### config.mk
export PLATFORM = sky130hd
export DESIGN_NAME = compacting_array_list
export DESIGN_NICKNAME = d
export VERILOG_FILES = /design/src/hw/rtl/cal_pkg.sv /design/src/hw/rtl/cal_ctrl.sv /design/src/hw/rtl/cal_datapath.sv /design/src/hw/rtl/compacting_array_list.sv
export VERILOG_INCLUDE_DIRS = /design/src /design/src/hw/rtl
export SDC_FILE = /design/constraint.sdc
export NUM_CORES = 1
export LEC_CHECK = 0
export BUFFER_PORTS_ARGS = -buffer_cell sky130_fd_sc_hd__buf_2
export CELL_PAD_IN_SITES_DETAIL_PLACEMENT = 1
export CELL_PAD_IN_SITES_GLOBAL_PLACEMENT = 1
export CORE_MARGIN = 5
export CORE_UTILIZATION = 53
export DETAILED_ROUTE_END_ITERATION = 16
export GPL_ROUTABILITY_DRIVEN = 0
export PLACE_DENSITY = 0.86
export SETUP_SLACK_MARGIN = 0.3
export SYNTH_ARGS = -nofsm -noshare
export SYNTH_HDL_FRONTEND = slang
export SYNTH_SLANG_ARGS = --single-unit
### constraint.sdc
create_clock -name clk_i -period 5.4 [get_ports clk_i]
set_input_delay 0.27 -clock clk_i [delete_from_list [all_inputs] [get_ports clk_i]]
set_output_delay 0.27 -clock clk_i [all_outputs]
set_load 0.01 [all_outputs]
### src/hw/rtl/compacting_array_list_defines.svh
// assertion macros for the compacting array list
`ifndef COMPACTING_ARRAY_LIST_DEFINES_SVH
`define COMPACTING_ARRAY_LIST_DEFINES_SVH

`ifndef SYNTHESIS
`define CAL_ASSERT_IMP(lbl, clk, rstn, ante, cons) \
  lbl: assert property (@(posedge clk) disable iff (!rstn) (ante) |-> (cons)) \
    else $error("assertion failed");
`define CAL_ASSERT_NXT(lbl, clk, rstn, ante, cons) \
  lbl: assert property (@(posedge clk) disable iff (!rstn) (ante) |=> (cons)) \
    else $error("assertion failed");
`else
`define CAL_ASSERT_IMP(lbl, clk, rstn, ante, cons)
`define CAL_ASSERT_NXT(lbl, clk, rstn, ante, cons)
`endif

`endif

### src/hw/rtl/cal_pkg.sv
package cal_pkg;

  localparam int unsigned LIST_CAPACITY = 16;
  localparam int unsigned WORD_WIDTH    = 32;

  localparam int unsigned OP_W    = 3;
  localparam int unsigned POS_W   = 4;
  localparam int unsigned VAL_W   = 32;
  localparam int unsigned STAT_W  = 2;
  localparam int unsigned OCNT_W  = 5;

  localparam int unsigned CNT_W = $clog2(LIST_CAPACITY + 1);
  localparam int unsigned IDX_W = (LIST_CAPACITY > 1) ? $clog2(LIST_CAPACITY) : 1;
  localparam int unsigned CMP_W = (POS_W > CNT_W) ? POS_W : CNT_W;

  localparam int unsigned S_TDATA_W = ((POS_W + VAL_W + 7) / 8) * 8;
  localparam int unsigned M_TDATA_W = ((VAL_W + STAT_W + OCNT_W + 1 + 7) / 8) * 8;

  typedef enum logic [OP_W-1:0] {
    OP_APPEND    = 3'd0,
    OP_REMOVE    = 3'd1,
    OP_READ_AT   = 3'd2,
    OP_READ_HEAD = 3'd3,
    OP_READ_TAIL = 3'd4
  } op_e;

  typedef enum logic [STAT_W-1:0] {
    ST_OK     = 2'd0,
    ST_FULL   = 2'd1,
    ST_EMPTY  = 2'd2,
    ST_BADIDX = 2'd3
  } status_e;

  typedef struct packed {
    logic load;
    logic exec;
  } cal_cmd_t;

  typedef struct packed {
    logic [VAL_W-1:0]  value_out;
    logic [STAT_W-1:0] status;
    logic [OCNT_W-1:0] entry_count;
    logic              is_empty;
  } cal_result_t;

endpackage

### src/hw/rtl/cal_ctrl.sv
`include "compacting_array_list_defines.svh"

module cal_ctrl
  import cal_pkg::*;
(
  input  logic     clk_i,
  input  logic     rst_ni,
  input  logic     in_valid_i,
  output logic     in_ready_o,
  output logic     out_valid_o,
  input  logic     out_ready_i,
  output cal_cmd_t cmd_o
);

  localparam logic [1:0] S_IDLE = 2'd0;
  localparam logic [1:0] S_EXEC = 2'd1;
  localparam logic [1:0] S_OUT  = 2'd2;

  logic [1:0] state_q, state_d;

  always_comb begin
    state_d = state_q;
    unique case (state_q)
      S_IDLE: begin
        if (in_valid_i) state_d = S_EXEC;
      end
      S_EXEC: begin
        state_d = S_OUT;
      end
      S_OUT: begin
        if (out_ready_i) state_d = S_IDLE;
      end
      default: begin
        state_d = S_IDLE;
      end
    endcase
  end

  always_ff @(posedge clk_i or negedge rst_ni) begin
    if (!rst_ni) begin
      state_q <= S_IDLE;
    end else begin
      state_q <= state_d;
    end
  end

  assign in_ready_o  = (state_q == S_IDLE);
  assign out_valid_o = (state_q == S_OUT);
  assign cmd_o.load  = in_ready_o && in_valid_i;
  assign cmd_o.exec  = (state_q == S_EXEC);

  // an accepted item is executed next cycle and then offered
  `CAL_ASSERT_NXT(a_load_then_exec, clk_i, rst_ni, cmd_o.load, cmd_o.exec)
  `CAL_ASSERT_NXT(a_exec_then_out, clk_i, rst_ni, cmd_o.exec, out_valid_o && !in_ready_o)
  `CAL_ASSERT_IMP(a_no_load_while_busy, clk_i, rst_ni, out_valid_o || cmd_o.exec, !cmd_o.load)

endmodule

### src/hw/rtl/cal_datapath.sv
`include "compacting_array_list_defines.svh"

module cal_datapath
  import cal_pkg::*;
(
  input  logic              clk_i,
  input  logic              rst_ni,
  input  cal_cmd_t          cmd_i,
  input  logic [OP_W-1:0]   operation_i,
  input  logic [POS_W-1:0]  position_i,
  input  logic [VAL_W-1:0]  value_in_i,
  output cal_result_t       result_o
);

  logic [OP_W-1:0]       op_q;
  logic [POS_W-1:0]      pos_q;
  logic [WORD_WIDTH-1:0] word_q;

  logic [WORD_WIDTH-1:0] entries_q [LIST_CAPACITY];
  logic [WORD_WIDTH-1:0] entries_d [LIST_CAPACITY];
  logic [CNT_W-1:0]      count_q, count_d;
  cal_result_t           result_q, result_d;

  logic [CMP_W-1:0]      pos_ext, cnt_ext;
  logic                  is_full, is_zero, pos_bad;
  logic                  do_append, do_remove;
  logic [IDX_W-1:0]      rd_idx;
  logic [WORD_WIDTH-1:0] rd_word;
  logic [WORD_WIDTH-1:0] rd_val;
  status_e               status;

  always_ff @(posedge clk_i) begin
    if (cmd_i.load) begin
      op_q   <= operation_i;
      pos_q  <= position_i;
      word_q <= WORD_WIDTH'(value_in_i);
    end
  end

  assign pos_ext = CMP_W'(pos_q);
  assign cnt_ext = CMP_W'(count_q);
  assign is_full = (count_q == CNT_W'(LIST_CAPACITY));
  assign is_zero = (count_q == '0);
  assign pos_bad = (pos_ext >= cnt_ext);

  always_comb begin
    status    = ST_OK;
    do_append = 1'b0;
    do_remove = 1'b0;
    rd_idx    = '0;
    rd_val    = '0;
    unique case (op_q)
      OP_APPEND: begin
        if (is_full) status = ST_FULL;
        else do_append = 1'b1;
      end
      OP_REMOVE: begin
        if (is_zero) status = ST_EMPTY;
        else if (pos_bad) status = ST_BADIDX;
        else do_remove = 1'b1;
      end
      OP_READ_AT: begin
        rd_idx = IDX_W'(pos_q);
        if (pos_bad) status = ST_BADIDX;
        else rd_val = rd_word;
      end
      OP_READ_HEAD: begin
        rd_idx = '0;
        if (is_zero) status = ST_EMPTY;
        else rd_val = rd_word;
      end
      OP_READ_TAIL: begin
        rd_idx = IDX_W'(count_q - CNT_W'(1));
        if (is_zero) status = ST_EMPTY;
        else rd_val = rd_word;
      end
      default: begin
      end
    endcase
  end

  assign rd_word = entries_q[rd_idx];

  // compaction: every entry at or above the index, but the top one, takes its upper neighbour
  always_comb begin
    for (int k = 0; k < LIST_CAPACITY; k++) begin
      entries_d[k] = entries_q[k];
      if (do_append && (CNT_W'(k) == count_q)) begin
        entries_d[k] = word_q;
      end
      if (do_remove && (k + 1 < LIST_CAPACITY) && (CMP_W'(k) >= pos_ext)) begin
        entries_d[k] = entries_q[(k + 1) % LIST_CAPACITY];
      end
    end
  end

  always_comb begin
    count_d = count_q;
    if (do_append) count_d = count_q + CNT_W'(1);
    else if (do_remove) count_d = count_q - CNT_W'(1);
  end

  always_comb begin
    result_d.value_out   = VAL_W'(rd_val);
    result_d.status      = status;
    result_d.entry_count = OCNT_W'(count_d);
    result_d.is_empty    = (count_d == '0);
  end

  always_ff @(posedge clk_i or negedge rst_ni) begin
    if (!rst_ni) begin
      count_q <= '0;
    end else if (cmd_i.exec) begin
      count_q <= count_d;
    end
  end

  always_ff @(posedge clk_i) begin
    if (cmd_i.exec) begin
      entries_q <= entries_d;
      result_q  <= result_d;
    end
  end

  assign result_o = result_q;

  `CAL_ASSERT_IMP(a_count_bound, clk_i, rst_ni, 1'b1, count_q <= CNT_W'(LIST_CAPACITY))
  `CAL_ASSERT_NXT(a_count_idle, clk_i, rst_ni, !cmd_i.exec, $stable(count_q))
  `CAL_ASSERT_IMP(a_one_update, clk_i, rst_ni, 1'b1, !(do_append && do_remove))

endmodule

### src/hw/rtl/compacting_array_list.sv
// compacting array list: a store of up to sixteen 32-bit words held in
// order at places 0 .. count-1. each request item appends a word, removes
// the word at an index (the words above it move down one place in the same
// cycle), or reads the word at an index, the first word or the last word.
// every request gives exactly one result item with the word read (zero when
// nothing is read), a status (ok, full, empty, bad index), the count after
// the request and an empty flag. a request is captured at acceptance, runs
// in the execute state in the register array datapath, and its result is
// offered from the next cycle on and held until taken; the next request is
// taken in the cycle after the result has been accepted, so no new request
// is taken while one is in flight or its result waits on m_axis_tready_i.
module compacting_array_list
  import cal_pkg::*;
(
  input  logic                 clk_i,
  input  logic                 rst_ni,
  input  logic                 s_axis_tvalid_i,
  output logic                 s_axis_tready_o,
  input  logic [S_TDATA_W-1:0] s_axis_tdata_i,  // position, value_in, zero pad
  input  logic [OP_W-1:0]      s_axis_tuser_i,  // operation
  output logic                 m_axis_tvalid_o,
  input  logic                 m_axis_tready_i,
  output logic [M_TDATA_W-1:0] m_axis_tdata_o   // value_out, status, entry_count, is_empty
);

  cal_cmd_t    cmd;
  cal_result_t result;

  cal_ctrl u_ctrl (
    .clk_i       (clk_i),
    .rst_ni      (rst_ni),
    .in_valid_i  (s_axis_tvalid_i),
    .in_ready_o  (s_axis_tready_o),
    .out_valid_o (m_axis_tvalid_o),
    .out_ready_i (m_axis_tready_i),
    .cmd_o       (cmd)
  );

  cal_datapath u_datapath (
    .clk_i       (clk_i),
    .rst_ni      (rst_ni),
    .cmd_i       (cmd),
    .operation_i (s_axis_tuser_i),
    .position_i  (s_axis_tdata_i[POS_W-1:0]),
    .value_in_i  (s_axis_tdata_i[POS_W+VAL_W-1:POS_W]),
    .result_o    (result)
  );

  assign m_axis_tdata_o = M_TDATA_W'({result.is_empty, result.entry_count,
                                      result.status, result.value_out});

endmodule

==> flow_summary_export.csv <==
group,metric,value,unit
clock_network,numCtsBuffers,66,
timing,setup_viol,0,
global_route,grt_max_degree,111,
yosys,synth_nets,2193,
setup_path,start_kind,"flip-flop",
setup_path,critPathSlowestCell,"a21oi_2",
clock_network,cts.path.max_buffers,3,
clock_network,clock-root-buffer,"clkbuf_16",
setup_path,required,5690,ps
run_status,status,"complete, no violations",
hold_path,min_path_type,"input pin to async pin",
floorplan,ios,89,
pwr,p_leak,11.3,nW
yosys,ys_seq_area_share,61.0,%
floorplan,core,55000,sq um
timing,clock_skew,41.8,ps
yosys,synth-edff-count,591,
routing,drc,0,
global_route,antenna_found_initial,0,
timing,max_freq,226,MHz
clock_network,clkTransAtPathRegs,60,ps
floorplan,die_w,246,um
floorplan,initial_core_util,53.5,%
setup_path,end_kind,"flip-flop",
routing,wl_met3,6460,um
yosys,avgSynthCellArea,13.8,sq um
setup_path,crit_arrival,4720,ps
clock_network,clkLatencyLatePin,630,ps
routing,detail-route-antenna-nets,0,
timing,tightest_slew,1200,ps
setup_path,critPathBufInv,3,
cells_and_area,final_nets,2261,
global_route,grt_pass1_vias,21400,
setup_path,max_stage_delay,670,ps
yosys,ys.flop_type,"edfxtp_1",
floorplan,num_rows,86,
cells_and_area,fillers,5183,
setup_path,reg2regPathDepth,10,
timing,rsz0062_at_grt,"false",
routing,dr.pass1.iters,5,
timing,fin_setup_tns,0,ps
setup_path,r2r-start,"u_datapath.cnt_ext[0]",
cells_and_area,syn_to_final_growth,13.1,%
routing,maxUsedRoutingLayer,"met4",
yosys,yosysUniqueCellTypes,51,
clock_network,cts_max_level,3,
yosys,ys_seq_elements,598,
timing,hold_viol_final,0,
timing,period_minus_slack,4420,ps
cells_and_area,final_common_cell,"mux2_2",
run,maxCapViolations,0,
yosys,yosysWarnings,0,
clock_network,cts_tree,"yes",
yosys,ys_async_sr_fraction,1.17,%
placement,dp_hpwl,50300,um
floorplan,fp.dieH,246,um
setup_path,worst-path-max-fanout,15,
setup_path,critPathMostFrequentCell,"buf_4",
setup_path,cp_cell_sequence,"inv_1, ha_1, nor4b_4, nand3b_1, a21oi_2, nand2_2, buf_4, a31o_2, a21oi_4, buf_4",
global_route,grt_overflow,0,
timing,slew_violations,0,
cells_and_area,multi_input_area,10900,sq um
timing,relSlewSlack,19.8,%
placement,portBuffers,84,
routing,wl,93000,um
routing,drt_iter0_markers,2095,
setup_path,critPathKind,"flip-flop to flip-flop",
cells_and_area,layout_common_cells,"mux2_2, edfxtp_1, nand2_1",
pwr,vdd.ir_drop.worst,0.000253,V
cells_and_area,ff_latch_area,17900,sq um
routing,vias_per_cell,6.59,
global_route,grt_use_total,30.3,%
cells_and_area,drive_gt1_share,39.0,%
yosys,netlist_instances,2136,
pwr,p_per_area,421,nW/um^2
clock_network,cts_resized,0,
routing,wl_met2,47100,um
clock_network,cts.sinks,598,
cells_and_area,diodes,0,
floorplan,die_area,60300,sq um
routing,vias,19800,
routing,wl_per_cell,31.0,um
global_route,grt_first_pass_wirelength,137000,um
yosys,syn_area,29400,sq um
timing,hold_slack,66.5,ps
setup_path,cp_top_family,"compound AO/OA/AOI/OAI gates",
routing,drt-met1-wl,34200,um
timing,period_share,81.9,%
setup_path,r2r_setup_slack,980,ps
setup_path,r2r-end,"u_datapath.entries_q[161]",
-- worst reg2reg max path, stage by stage, from the launching register on --
cell and delay, ps:
dfrtp_1 600, inv_1 200, ha_1 320, nor4b_4 180
nand3b_1 340, a21oi_2 670, nand2_2 130, buf_4 270
a31o_2 430, a21oi_4 620, buf_4 350
-- Yosys cell counts, types with 2 or more instances --
master / n / share of area (%)
buf_4: 2 / 0.051
ha_1: 10 / 0.43
xnor2_1: 7 / 0.21
nand3b_1: 3 / 0.077
and2_1: 4 / 0.085
nand2b_1: 8 / 0.17
a211oi_1: 2 / 0.051
edfxtp_1: 591 / 60
o21ai_1: 2 / 0.034
mux2_2: 606 / 23
nand2_1: 208 / 2.7
nand3_1: 170 / 2.9
inv_1: 9 / 0.11
dfrtp_1: 7 / 0.60
buf_1: 15 / 0.19
o21a_1: 2 / 0.051
clkbuf_1: 106 / 1.4
o22ai_1: 65 / 1.4
nand2_2: 3 / 0.064
nor3_1: 4 / 0.068
or3_1: 35 / 0.74
and3_1: 4 / 0.085
mux2_1: 4 / 0.15
o32a_1: 2 / 0.068
a22oi_1: 3 / 0.077
buf_2: 56 / 0.95
o31a_1: 2 / 0.060
nor4_1: 3 / 0.064
o32ai_1: 2 / 0.060
o21bai_1: 2 / 0.051
buf_6: 2 / 0.077
nor2_1: 22 / 0.28
a31oi_1: 5 / 0.11
o21ai_0: 68 / 1.2
nand4_1: 3 / 0.064
a21oi_1: 82 / 1.4
a21o_1: 2 / 0.051
nor2b_1: 2 / 0.043
-- metrics by stage --
step | power (mW) | instance area [sq um] | utilization [%] | setup WS [ps] | std cells
after global placement | 9.21 | 30800 | 56.0 | 1120 | 2842
after CTS | 14.0 | 33200 | 60.5 | 1050 | 3001
after floorplan | 8.31 | 29400 | - | 829 | 2136
after detailed placement | 9.44 | 30800 | 56.0 | 1080 | 2842
final | 14.0 | 33200 | 60.5 | 978 | 3001
after global routing | 14.5 | 33200 | 60.5 | 802 | 3001
-- layer usage --
layer / up-vias / global-route usage (%)
li1: 8255 / -
met1: 10200 / 36.3
met2: 960 / 52.3
met3: 309 / 5.23
met4: 0 / 16.5
met5: - / 0
-- registers in the layout (all words and copies together) (netlist names) --
name and flops:
u_ctrl.state_q 2, u_datapath.cnt_ext 5, u_datapath.entries_q 512, u_datapath.op_q 3, u_datapath.pos_q 4, u_datapath.result_o 40
u_datapath.word_q 32
-- area by class of cell --
class / instances / share of cell area (%)
multi-input combinational: 1348 / 32.9
sequential: 598 / 53.9
timing repair buffer: 181 / 4.11
clock buffer: 82 / 5.24
clock inverter: 35 / 0.930
inverter: 9 / 0.102
tap: 748 / 2.81
-- power by group --
group	internal, mW	switching (mW)
Clock	2.53	1.92
Sequential	5.70	0.391
Combinational	1.41	2.03
Total	9.65	4.34
-- worst max path at each step --
stage,start,end,slack (ps),cells after the start
floorplan,u_datapath.cnt_ext[2],u_datapath.entries_q[160],830,10
global placement,u_datapath.pos_q[0],u_datapath.entries_q[180],1120,10
detailed placement,u_datapath.cnt_ext[0],u_datapath.entries_q[175],1080,10
CTS,u_datapath.cnt_ext[0],u_datapath.entries_q[188],1050,10
global route,u_datapath.cnt_ext[0],u_datapath.entries_q[161],800,10
finish,u_datapath.cnt_ext[0],u_datapath.entries_q[161],980,10
-- cell families after synthesis --
logic type	synth area share (%)
compound gates	4.88
xor+xnor	0.209
fa+ha+maj	0.426
flops	61.0
mux	23.4
buf+inv	2.74
simple gates	7.43
-- repair_timing --
action	CTS	global route
setup buffers	0	0
endpoints found under the hold margin	48	0
hold buffers	42	0
Power figures use the tool's default switching activity.
